===== config.mk =====
export PLATFORM = sky130hd
export DESIGN_NAME = hashed_block_buffer_cache_flat
export DESIGN_NICKNAME = d
export VERILOG_FILES = /design/src/design/hbbc_pkg.sv /design/src/design/hbbc_if.sv /design/src/design/hashed_block_buffer_cache.sv /design/src/design/hbbc_bucket_unit.sv /design/src/design/hbbc_entry_table.sv /design/src/flat_wrapper.sv
export SDC_FILE = /design/constraint.sdc
export NUM_CORES = 2
export LEC_CHECK = 0
export BUFFER_PORTS_ARGS = -buffer_cell sky130_fd_sc_hd__buf_2
export CAP_MARGIN = 5
export CORE_ASPECT_RATIO = 1.4
export CORE_MARGIN = 2
export CORE_UTILIZATION = 25
export CTS_BUF_LIST = sky130_fd_sc_hd__clkbuf_2
export DETAILED_ROUTE_END_ITERATION = 7
export PLACE_DENSITY = 0.38
export SLEW_MARGIN = 20
export SYNTH_ARGS = -nofsm -noshare
export SYNTH_HDL_FRONTEND = slang
export SYNTH_HIERARCHICAL = 1
export SYNTH_SLANG_ARGS = --single-unit

===== constraint.sdc =====
create_clock -name clk -period 10.4 [get_ports clk]
set_input_delay 0.52 -clock clk [delete_from_list [all_inputs] [get_ports clk]]
set_output_delay 0.52 -clock clk [all_outputs]
set_load 0.005 [all_outputs]

===== src/design/hbbc_pkg.sv =====
// ----------------------------------------------------------------------------
// hbbc_pkg: shared types and constants of the hashed block buffer cache
// Sizes, action and status codes, and the entry table access structs.
// ----------------------------------------------------------------------------
package hbbc_pkg;

	// sizes
	localparam int BUFFERS  = 32;
	localparam int BUCKETS  = 13;
	localparam int IDX_W    = $clog2(BUFFERS);
	localparam int BKT_W    = $clog2(BUCKETS + 1);
	localparam int DEV_W    = 8;
	localparam int BLK_W    = 32;
	localparam int CNT_W    = 8;
	localparam int ACT_W    = 2;
	localparam int STAT_W   = 2;
	localparam int SLOT_W   = 5;

	// scaled reciprocal of the bucket count, exact for every block number
	localparam int BKT_SHIFT = BLK_W + $clog2(BUCKETS);
	localparam logic [BLK_W:0] BKT_RECIP =
		(BLK_W+1)'(((64'd1 << BKT_SHIFT) + 64'(BUCKETS) - 64'd1) / 64'(BUCKETS));

	localparam logic [CNT_W-1:0] CNT_MAX = {CNT_W{1'b1}};

	// action codes
	localparam logic [ACT_W-1:0] ACT_READ    = 2'd0;
	localparam logic [ACT_W-1:0] ACT_RELEASE = 2'd1;
	localparam logic [ACT_W-1:0] ACT_PIN     = 2'd2;
	localparam logic [ACT_W-1:0] ACT_UNPIN   = 2'd3;

	// status codes
	localparam logic [STAT_W-1:0] ST_OK        = 2'd0;
	localparam logic [STAT_W-1:0] ST_NO_FREE   = 2'd1;
	localparam logic [STAT_W-1:0] ST_UNDERFLOW = 2'd2;
	localparam logic [STAT_W-1:0] ST_SATURATED = 2'd3;

	// one entry as seen on the table read port
	typedef struct packed {
		logic [DEV_W-1:0] device;
		logic [BLK_W-1:0] block;
		logic [BKT_W-1:0] bucket;
		logic [CNT_W-1:0] count;
		logic             valid;
		logic [IDX_W-1:0] rank;
	} tbl_rd_t;

	// update command for the entry table
	typedef struct packed {
		logic             wr;
		logic             set_valid;
		logic             retag;
		logic             mtf;
		logic [IDX_W-1:0] idx;
		logic [CNT_W-1:0] count;
		logic [DEV_W-1:0] device;
		logic [BLK_W-1:0] block;
		logic [BKT_W-1:0] bucket;
		logic [IDX_W-1:0] old_rank;
	} tbl_wr_t;

endpackage


===== src/design/hbbc_if.sv =====
// ----------------------------------------------------------------------------
// hbbc_if: request and response channels of the buffer cache
// Valid/ready channels; an item moves when valid and ready are both high.
// ----------------------------------------------------------------------------
interface hbbc_req_if;
	logic                           valid;
	logic                           ready;
	logic [hbbc_pkg::ACT_W-1:0]     action;
	logic [hbbc_pkg::DEV_W-1:0]     device;
	logic [hbbc_pkg::BLK_W-1:0]     block_number;
	logic [hbbc_pkg::SLOT_W-1:0]    entry_index;

	modport source (output valid, action, device, block_number, entry_index, input ready);
	modport sink (input valid, action, device, block_number, entry_index, output ready);
endinterface

interface hbbc_rsp_if;
	logic                           valid;
	logic                           ready;
	logic [hbbc_pkg::SLOT_W-1:0]    slot;
	logic                           hit;
	logic                           need_fill;
	logic [hbbc_pkg::STAT_W-1:0]    status;
	logic [hbbc_pkg::CNT_W-1:0]     count_after;

	modport source (output valid, slot, hit, need_fill, status, count_after, input ready);
	modport sink (input valid, slot, hit, need_fill, status, count_after, output ready);
endinterface


===== src/design/hashed_block_buffer_cache.sv =====
// ----------------------------------------------------------------------------
// hashed_block_buffer_cache: tag engine of a hashed block buffer cache
// Lookup, victim choice and reference counting over a shared entry scanner.
//
//   channel  dir  handshake     payload
//   req      in   valid/ready   action, device, block_number, entry_index
//   rsp      out  valid/ready   slot, hit, need_fill, status, count_after
//
// A read scans the entries one per cycle, checking the tag and the victim
// order together (ending early on a hit), then goes to the update state.
// Release, pin and unpin go straight to the update state. One item is
// worked on at a time; req.ready is low meanwhile.
// The result register holds an item while rsp stalls and the next request is
// taken; the update cycle waits until that register is free.
// Reset clears all tags and counts and sets each entry's rank to its index.
// ----------------------------------------------------------------------------
module hashed_block_buffer_cache (
	input  logic       clk,
	input  logic       arst_n,
	hbbc_req_if.sink   req,
	hbbc_rsp_if.source rsp
);

	localparam logic [1:0] S_IDLE = 2'd0;
	localparam logic [1:0] S_SCAN = 2'd1;
	localparam logic [1:0] S_FIN  = 2'd2;

	localparam logic [hbbc_pkg::IDX_W-1:0] LAST = hbbc_pkg::IDX_W'(hbbc_pkg::BUFFERS - 1);

	logic [1:0]                    state_q;
	logic [hbbc_pkg::ACT_W-1:0]    act_q;
	logic [hbbc_pkg::DEV_W-1:0]    dev_q;
	logic [hbbc_pkg::BLK_W-1:0]    blk_q;
	logic [hbbc_pkg::SLOT_W-1:0]   idx_q;
	logic [hbbc_pkg::IDX_W-1:0]    scan_q;
	logic                          hit_q;
	logic                          found_q;
	logic [hbbc_pkg::IDX_W-1:0]    vict_q;
	logic [hbbc_pkg::BKT_W-1:0]    best_bkt_q;
	logic [hbbc_pkg::IDX_W-1:0]    best_rank_q;

	logic                          out_valid_q;
	logic [hbbc_pkg::SLOT_W-1:0]   slot_q;
	logic                          hit_out_q;
	logic                          fill_q;
	logic [hbbc_pkg::STAT_W-1:0]   status_q;
	logic [hbbc_pkg::CNT_W-1:0]    count_q;

	logic                          accept;
	logic                          mod_done;
	logic [hbbc_pkg::BKT_W-1:0]    mod_rem;
	hbbc_pkg::tbl_rd_t             rd;
	hbbc_pkg::tbl_wr_t             wr;
	logic                          match;
	logic                          better;
	logic                          out_free;
	logic                          fin_go;

	logic [hbbc_pkg::SLOT_W-1:0]   res_slot;
	logic                          res_hit;
	logic                          res_fill;
	logic [hbbc_pkg::STAT_W-1:0]   res_status;
	logic [hbbc_pkg::CNT_W-1:0]    res_count;

	assign accept   = req.valid && req.ready;
	assign req.ready = (state_q == S_IDLE);

	hbbc_bucket_unit u_bucket (
		.clk    (clk),
		.arst_n (arst_n),
		.start  (accept),
		.value  (req.block_number),
		.done   (mod_done),
		.rem    (mod_rem)
	);

	hbbc_entry_table u_table (
		.clk     (clk),
		.arst_n  (arst_n),
		.rd_addr (scan_q),
		.rd      (rd),
		.wr      (wr)
	);

	// scan compare: tag match and victim order (bucket, then rank)
	assign match  = (rd.device == dev_q) && (rd.block == blk_q);
	assign better = (rd.count == '0) &&
		(!found_q || ({rd.bucket, rd.rank} < {best_bkt_q, best_rank_q}));

	// the update cycle needs a free result register and, on allocation, the bucket
	assign out_free = !out_valid_q || rsp.ready;
	assign fin_go   = (state_q == S_FIN) && out_free &&
		((act_q != hbbc_pkg::ACT_READ) || hit_q || !found_q || mod_done);

	// result and table update of the final cycle
	always_comb begin
		res_slot   = '0;
		res_hit    = 1'b0;
		res_fill   = 1'b0;
		res_status = hbbc_pkg::ST_OK;
		res_count  = '0;
		wr         = '0;
		wr.device  = dev_q;
		wr.block   = blk_q;
		wr.bucket  = mod_rem;
		wr.old_rank = best_rank_q;
		if (act_q == hbbc_pkg::ACT_READ) begin
			if (hit_q) begin
				res_slot = hbbc_pkg::SLOT_W'(scan_q);
				res_hit  = 1'b1;
				res_fill = !rd.valid;
				if (rd.count == hbbc_pkg::CNT_MAX) begin
					res_status = hbbc_pkg::ST_SATURATED;
					res_count  = rd.count;
				end else begin
					res_count = rd.count + 1'b1;
				end
				wr.wr        = fin_go;
				wr.set_valid = 1'b1;
				wr.idx       = scan_q;
				wr.count     = res_count;
			end else if (found_q) begin
				res_slot     = hbbc_pkg::SLOT_W'(vict_q);
				res_fill     = 1'b1;
				res_count    = hbbc_pkg::CNT_W'(1);
				wr.wr        = fin_go;
				wr.set_valid = 1'b1;
				wr.retag     = 1'b1;
				wr.mtf       = fin_go;
				wr.idx       = vict_q;
				wr.count     = res_count;
			end else begin
				res_status = hbbc_pkg::ST_NO_FREE;
			end
		end else if (int'(idx_q) >= hbbc_pkg::BUFFERS) begin
			res_slot = idx_q;
		end else begin
			res_slot = idx_q;
			if (act_q == hbbc_pkg::ACT_PIN) begin
				if (rd.count == hbbc_pkg::CNT_MAX) begin
					res_status = hbbc_pkg::ST_SATURATED;
					res_count  = rd.count;
				end else begin
					res_count = rd.count + 1'b1;
				end
			end else begin
				if (rd.count == '0) begin
					res_status = hbbc_pkg::ST_UNDERFLOW;
					res_count  = rd.count;
				end else begin
					res_count = rd.count - 1'b1;
				end
			end
			wr.wr    = fin_go;
			wr.idx   = scan_q;
			wr.count = res_count;
		end
	end

	// sequencer
	always_ff @(posedge clk or negedge arst_n) begin
		if (!arst_n) begin
			state_q <= S_IDLE;
			scan_q  <= '0;
			hit_q   <= 1'b0;
			found_q <= 1'b0;
		end else begin
			unique case (state_q)
				S_IDLE: begin
					if (accept) begin
						hit_q   <= 1'b0;
						found_q <= 1'b0;
						if (req.action == hbbc_pkg::ACT_READ) begin
							scan_q  <= '0;
							state_q <= S_SCAN;
						end else begin
							scan_q  <= req.entry_index[hbbc_pkg::IDX_W-1:0];
							state_q <= S_FIN;
						end
					end
				end
				S_SCAN: begin
					if (match) begin
						hit_q   <= 1'b1;
						state_q <= S_FIN;
					end else begin
						if (better) begin
							found_q <= 1'b1;
						end
						if (scan_q == LAST) begin
							state_q <= S_FIN;
						end else begin
							scan_q <= scan_q + 1'b1;
						end
					end
				end
				S_FIN: begin
					if (fin_go) begin
						state_q <= S_IDLE;
					end
				end
				default: begin
					state_q <= S_IDLE;
				end
			endcase
		end
	end

	// request and best-victim registers
	always_ff @(posedge clk) begin
		if (accept) begin
			act_q <= req.action;
			dev_q <= req.device;
			blk_q <= req.block_number;
			idx_q <= req.entry_index;
		end
		if ((state_q == S_SCAN) && !match && better) begin
			vict_q      <= scan_q;
			best_bkt_q  <= rd.bucket;
			best_rank_q <= rd.rank;
		end
	end

	// result register
	always_ff @(posedge clk or negedge arst_n) begin
		if (!arst_n) begin
			out_valid_q <= 1'b0;
		end else if (fin_go) begin
			out_valid_q <= 1'b1;
		end else if (rsp.ready) begin
			out_valid_q <= 1'b0;
		end
	end

	always_ff @(posedge clk) begin
		if (fin_go) begin
			slot_q    <= res_slot;
			hit_out_q <= res_hit;
			fill_q    <= res_fill;
			status_q  <= res_status;
			count_q   <= res_count;
		end
	end

	assign rsp.valid       = out_valid_q;
	assign rsp.slot        = slot_q;
	assign rsp.hit         = hit_out_q;
	assign rsp.need_fill   = fill_q;
	assign rsp.status      = status_q;
	assign rsp.count_after = count_q;

`ifndef SYNTH
	// a completed update cycle always presents a result next
	a_fin_to_out: assert property (@(posedge clk) disable iff (!arst_n)
		fin_go |=> out_valid_q)
		else $error("update cycle did not load the result register");

	// no-free results carry no slot and no count
	a_no_free: assert property (@(posedge clk) disable iff (!arst_n)
		(out_valid_q && (status_q == hbbc_pkg::ST_NO_FREE)) |->
		(!hit_out_q && !fill_q && (count_q == '0) && (slot_q == '0)))
		else $error("no-free result with stray fields");

	// a fresh allocation always starts at count one
	a_alloc_count: assert property (@(posedge clk) disable iff (!arst_n)
		(out_valid_q && !hit_out_q && fill_q) |-> (count_q == hbbc_pkg::CNT_W'(1)))
		else $error("allocated entry with count other than one");

	// no request is taken while an item is in the scanner
	a_busy_no_accept: assert property (@(posedge clk) disable iff (!arst_n)
		(state_q == S_SCAN) |=> !$past(accept))
		else $error("request accepted during scan");
`endif

endmodule


===== src/design/hbbc_bucket_unit.sv =====
// ----------------------------------------------------------------------------
// hbbc_bucket_unit: block number modulo bucket count
// Value register, then quotient register (times the scaled reciprocal), then
// remainder register (value minus quotient times bucket count) and done.
// ----------------------------------------------------------------------------
module hbbc_bucket_unit (
	input  logic                          clk,
	input  logic                          arst_n,
	input  logic                          start,
	input  logic [hbbc_pkg::BLK_W-1:0]    value,
	output logic                          done,
	output logic [hbbc_pkg::BKT_W-1:0]    rem
);

	logic [hbbc_pkg::BLK_W-1:0]    value_q;
	logic [hbbc_pkg::BLK_W-1:0]    quot_q;
	logic [hbbc_pkg::BKT_W-1:0]    rem_q;
	logic                          mul_q;
	logic                          sub_q;
	logic                          done_q;
	logic [2*hbbc_pkg::BLK_W:0]    prod;
	logic [hbbc_pkg::BLK_W-1:0]    quot;
	logic [hbbc_pkg::BLK_W-1:0]    diff;

	// quotient by reciprocal, remainder by subtraction
	assign prod = (2*hbbc_pkg::BLK_W+1)'(value_q) *
		(2*hbbc_pkg::BLK_W+1)'(hbbc_pkg::BKT_RECIP);
	assign quot = hbbc_pkg::BLK_W'(prod >> hbbc_pkg::BKT_SHIFT);
	assign diff = value_q - quot_q * hbbc_pkg::BLK_W'(hbbc_pkg::BUCKETS);

	// control
	always_ff @(posedge clk or negedge arst_n) begin
		if (!arst_n) begin
			mul_q  <= 1'b0;
			sub_q  <= 1'b0;
			done_q <= 1'b0;
		end else begin
			mul_q <= start;
			sub_q <= mul_q;
			if (start) begin
				done_q <= 1'b0;
			end else if (sub_q) begin
				done_q <= 1'b1;
			end
		end
	end

	// datapath
	always_ff @(posedge clk) begin
		if (start) begin
			value_q <= value;
		end
		if (mul_q) begin
			quot_q <= quot;
		end
		if (sub_q) begin
			rem_q <= diff[hbbc_pkg::BKT_W-1:0];
		end
	end

	assign done = done_q;
	assign rem  = rem_q;

endmodule


===== src/design/hbbc_entry_table.sv =====
// ----------------------------------------------------------------------------
// hbbc_entry_table: tag, count, valid and rank storage of all entries
// One read address, one entry update and a parallel move-to-front of ranks.
// ----------------------------------------------------------------------------
module hbbc_entry_table (
	input  logic                          clk,
	input  logic                          arst_n,
	input  logic [hbbc_pkg::IDX_W-1:0]    rd_addr,
	output hbbc_pkg::tbl_rd_t             rd,
	input  hbbc_pkg::tbl_wr_t             wr
);

	logic [hbbc_pkg::DEV_W-1:0] dev_q   [hbbc_pkg::BUFFERS];
	logic [hbbc_pkg::BLK_W-1:0] blk_q   [hbbc_pkg::BUFFERS];
	logic [hbbc_pkg::BKT_W-1:0] bkt_q   [hbbc_pkg::BUFFERS];
	logic [hbbc_pkg::CNT_W-1:0] cnt_q   [hbbc_pkg::BUFFERS];
	logic                       valid_q [hbbc_pkg::BUFFERS];
	logic [hbbc_pkg::IDX_W-1:0] rank_q  [hbbc_pkg::BUFFERS];

	// entry fields and counts
	always_ff @(posedge clk or negedge arst_n) begin
		if (!arst_n) begin
			for (int i = 0; i < hbbc_pkg::BUFFERS; i++) begin
				dev_q[i]   <= '0;
				blk_q[i]   <= '0;
				bkt_q[i]   <= '0;
				cnt_q[i]   <= '0;
				valid_q[i] <= 1'b0;
			end
		end else if (wr.wr) begin
			cnt_q[wr.idx] <= wr.count;
			if (wr.set_valid) begin
				valid_q[wr.idx] <= 1'b1;
			end
			if (wr.retag) begin
				dev_q[wr.idx] <= wr.device;
				blk_q[wr.idx] <= wr.block;
				bkt_q[wr.idx] <= wr.bucket;
			end
		end
	end

	// insertion ranks, newest entry moves to rank zero
	always_ff @(posedge clk or negedge arst_n) begin
		if (!arst_n) begin
			for (int i = 0; i < hbbc_pkg::BUFFERS; i++) begin
				rank_q[i] <= hbbc_pkg::IDX_W'(i);
			end
		end else if (wr.mtf) begin
			for (int i = 0; i < hbbc_pkg::BUFFERS; i++) begin
				if (hbbc_pkg::IDX_W'(i) == wr.idx) begin
					rank_q[i] <= '0;
				end else if (rank_q[i] < wr.old_rank) begin
					rank_q[i] <= rank_q[i] + 1'b1;
				end
			end
		end
	end

	// read port
	assign rd.device = dev_q[rd_addr];
	assign rd.block  = blk_q[rd_addr];
	assign rd.bucket = bkt_q[rd_addr];
	assign rd.count  = cnt_q[rd_addr];
	assign rd.valid  = valid_q[rd_addr];
	assign rd.rank   = rank_q[rd_addr];

endmodule


===== src/flat_wrapper.sv =====
// flat-port wrapper written by rule: the top's interface ports become plain ports
module hashed_block_buffer_cache_flat 
  (clk, arst_n, req_valid, req_action, req_device, req_block_number, req_entry_index, req_ready, rsp_valid, rsp_slot, rsp_hit, rsp_need_fill, rsp_status, rsp_count_after, rsp_ready);
  hbbc_req_if req_i ();
  hbbc_rsp_if rsp_i ();
  input  logic clk;
  input  logic arst_n;
  input wire logic [$bits(req_i.valid)-1:0] req_valid;
  input wire logic [$bits(req_i.action)-1:0] req_action;
  input wire logic [$bits(req_i.device)-1:0] req_device;
  input wire logic [$bits(req_i.block_number)-1:0] req_block_number;
  input wire logic [$bits(req_i.entry_index)-1:0] req_entry_index;
  output wire logic [$bits(req_i.ready)-1:0] req_ready;
  output wire logic [$bits(rsp_i.valid)-1:0] rsp_valid;
  output wire logic [$bits(rsp_i.slot)-1:0] rsp_slot;
  output wire logic [$bits(rsp_i.hit)-1:0] rsp_hit;
  output wire logic [$bits(rsp_i.need_fill)-1:0] rsp_need_fill;
  output wire logic [$bits(rsp_i.status)-1:0] rsp_status;
  output wire logic [$bits(rsp_i.count_after)-1:0] rsp_count_after;
  input wire logic [$bits(rsp_i.ready)-1:0] rsp_ready;
  assign req_i.valid = req_valid;
  assign req_i.action = req_action;
  assign req_i.device = req_device;
  assign req_i.block_number = req_block_number;
  assign req_i.entry_index = req_entry_index;
  assign req_ready = req_i.ready;
  assign rsp_valid = rsp_i.valid;
  assign rsp_slot = rsp_i.slot;
  assign rsp_hit = rsp_i.hit;
  assign rsp_need_fill = rsp_i.need_fill;
  assign rsp_status = rsp_i.status;
  assign rsp_count_after = rsp_i.count_after;
  assign rsp_i.ready = rsp_ready;
  hashed_block_buffer_cache u_core (.clk(clk), .arst_n(arst_n), .req(req_i), .rsp(rsp_i));
endmodule

==> out/results.ini <==
[critical_path]
arrival_ns=8.79
crit_type=reg2reg
critical_path.max_fanout=10
end_kind=flip-flop
cp_data_required_time_ns=12.28
crit_path_start_kind=flip-flop

[global_routing]
grt_pass1_vias=74690
grt_max_degree=185
antenna_found_initial=14
grt_usage_pct=17.17
grt_pass1_wl_um=537200
gr-total-overflow=0

[die]
coreArea_mm2=0.4202
die-area_mm2=0.4266
die_h_um=772.0
die-width_um=552.6
row_count=282
io_pins=70
start_util_pct=25.06

[final_layout]
regArea_mm2=0.05042
nFillCells=43140
nNetsFinal=9203
area_growth_pct=13.68
multi_input_area_mm2=0.05124
drive_gt1_share_pct=36.34

[synthesis]
synth_commonest_cells=dfrtp_1 (1789), mux2_2 (1647), inv_1 (486), ha_1 (397), mux2i_1 (350)
synth_area_leaders=dfrtp_1 (43%), mux2_2 (18%), mux4_2 (5.0%)
synthCells=8037
synth_top_area_cell=dfrtp_1
ys.flop_type=dfrtp_1
synth_area_mm2=0.1053
avgSynthCellArea_um2=13.11
synth.top_cell.area_share_pct=42.50
yosysWarnings=6
ys_seq_area_share_pct=47.86
yosysMostFrequentCell=dfrtp_1
ys_seq_elements=1987
async_flop_share_pct=94.06
ys_types=78
synth-edff-count=118
syn_nets=8734

[sta]
rsz0062_at_grt=false
setup_viol=0
finalHoldViolCount=0
finalSetupTns_ns=0
tightest_slew_ns=1.192
fmax_ghz=0.1447
skew_ns=0.2699
min_period_ns=6.910
slew_viol_final=0
slew_headroom_pct=20.35
post-route-period-util_pct=66.44

[run]
drv_cap=0

[detailed_routing]
vias=68960
viasPerCell=4.767
post_drt_wl_per_cell_um=25.63
drt_wl_total_um=370800
first_pass_iters=7
first_iter_violations=3149
drc_errors=0
top_layer=met5
drtAntennaViolNets=0
wl_met2_um=197000
wl_met3_um=10460
wl_met1_um=151000

[place]
routabilityCongestion=0.8290
dp_hpwl_um=221800
numPortBuffers=69

[status]
status=complete, no violations

[cts]
worstSkewPairLatency_ns=2.20
cts_buffer_depth=4
cts_buffers=567
clock-sinks=1987
path_clk_slew_ns=0.09
cts_max_level=6
root_buffer=clkbuf_2
cts_tree=built

[hold_path]
hp-class=in2reg

==> cells in the final DEF (no fill, tap or decap), drive strengths merged, types with 43 or more instances in the layout <==
cell	Yosys	layout
dfrtp	1789	1789
mux2	1689	1689
clkbuf	342	844
inv	487	501
ha	397	397
mux2i	350	350
buf	210	269
a21oi	260	260
fa	249	249
nand3	233	233
mux4	232	232
nand2	225	225
nor2b	191	191
dlygate4sd3	0	183
a22oi	177	177
a211oi	120	120
edfxtp	118	118
clkinv	0	97
dfstp	80	80
nor2	76	76
o21ai	76	76
a21o	72	72
nand4	66	66
a211o	50	50
nand2b	44	44
xor2	43	43
==> critical path, cell delays in order (launching register included) <==
cell      delay [ns]
edfxtp_1        0.72
fa_1            0.64
fa_1            0.52
inv_1           0.05
fa_1            0.48
inv_1           0.06
fa_1            0.56
fa_1            0.56
fa_1            0.51
fa_1            0.49
inv_1           0.06
fa_1            0.52
inv_1           0.04
ha_1            0.30
a21o_1          0.17
a21o_1          0.20
a221oi_2        0.33
o21ai_1         0.11
a21oi_1         0.18
o31ai_2         0.09
xnor2_1         0.13
==> sequential cells by signal, summed over array words and instances, names as in the netlist, 4 cells and up <==
signal                   flops
u_core/best_bkt_q            4
u_core/idx_q                 5
u_core/dev_q                 8
u_core/u_bucket/quot_q       4
u_core/rsp.count_after       8
u_core/u_bucket/rem          4
u_core/u_bucket/value_q     32
u_core/u_table/blk_q      1024
u_core/rsp.slot              5
u_core/u_table/bkt_q       128
u_core/u_table/valid_q      32
u_core/vict_q                5
u_core/u_table/cnt_q       256
u_core/u_table/dev_q       256
u_core/blk_q                32
u_core/scan_q                5
u_core/u_table/rank_q      160
u_core/best_rank_q           5
==> through the flow <==
stage	std cells	util (%)	setup slack [ns]	hold slack, ns	area (µm²)
after global placement	13280	26.77	3.438	0.4531	112500
after CTS	14450	28.43	3.414	0.004403	119500
final	14470	28.49	3.490	0.4063	119700
after floorplan	8037	-	4.053	0.2244	105300
after detailed placement	13280	26.77	3.421	0.4564	112500
after global routing	14460	28.49	3.250	0.1507	119700
==> path summary, 6_finish.rpt <==
kind / endpoint / start / slack [ns] / depth (start not counted)
max: u_core/u_bucket/quot_q[3] / u_core/u_bucket/value_q[3] / 3.49 / 20
min: u_core/rsp.valid / rsp_ready / 0.41 / 6
max reg2reg: u_core/u_bucket/quot_q[3] / u_core/u_bucket/value_q[3] / 3.49 / 20
min reg2reg: u_core/u_table/valid_q[15] / u_core/u_table/valid_q[15] / 0.48 / 1
max in group asynchronous: u_core/u_table/dev_q[156] / arst_n / 6.87 / 10
min in group asynchronous: u_core/u_table/blk_q[505] / arst_n / 0.72 / 6
==> what timing repair did <==
item | 4_1_cts | 5_1_grt
resized for setup | 0 | 0
setup endpoints to repair | 0 | 0
buffers inserted | 0 | 0
hold endpoints to repair | 2277 | 0
hold buffers | 184 | 0
==> layout make-up <==
cell class              count  share of cell area, %
diodes                     10                0.02090
clock inverters           137                 0.7764
repair buffers            452                  3.457
flip-flops and latches   1987                  42.11
multi-input cells        5011                  42.79
inverters                 487                  1.533
clock buffers             844                  3.528
well taps                5538                  5.787
==> metal layers <==
layer | vias to the layer above | GRT usage, %
met2 | 1225 | 32.13
met3 | 638 | 2.069
met5 | - | 0
met4 | 14 | 5.664
li1 | 30480 | -
met1 | 36600 | 20.11
==> cells by family (layout without fill, tap and decap cells) <==
family	count (synthesis)	after routing	share of synthesized area [%]
and+or+nand+nor	1018	1018	5.268
xor gates and xnor gates	82	82	0.6818
muxes	2271	2271	26.35
AOI/OAI and AO/OA	994	994	6.467
buffers and inverters	1039	1920	3.921
DFF	1987	1987	47.86
other	0	10	0
adders and majority gates	646	646	9.448
Power is not shown: default switching activity piles up to over one toggle a cycle in this logic, so the estimate is an artifact.
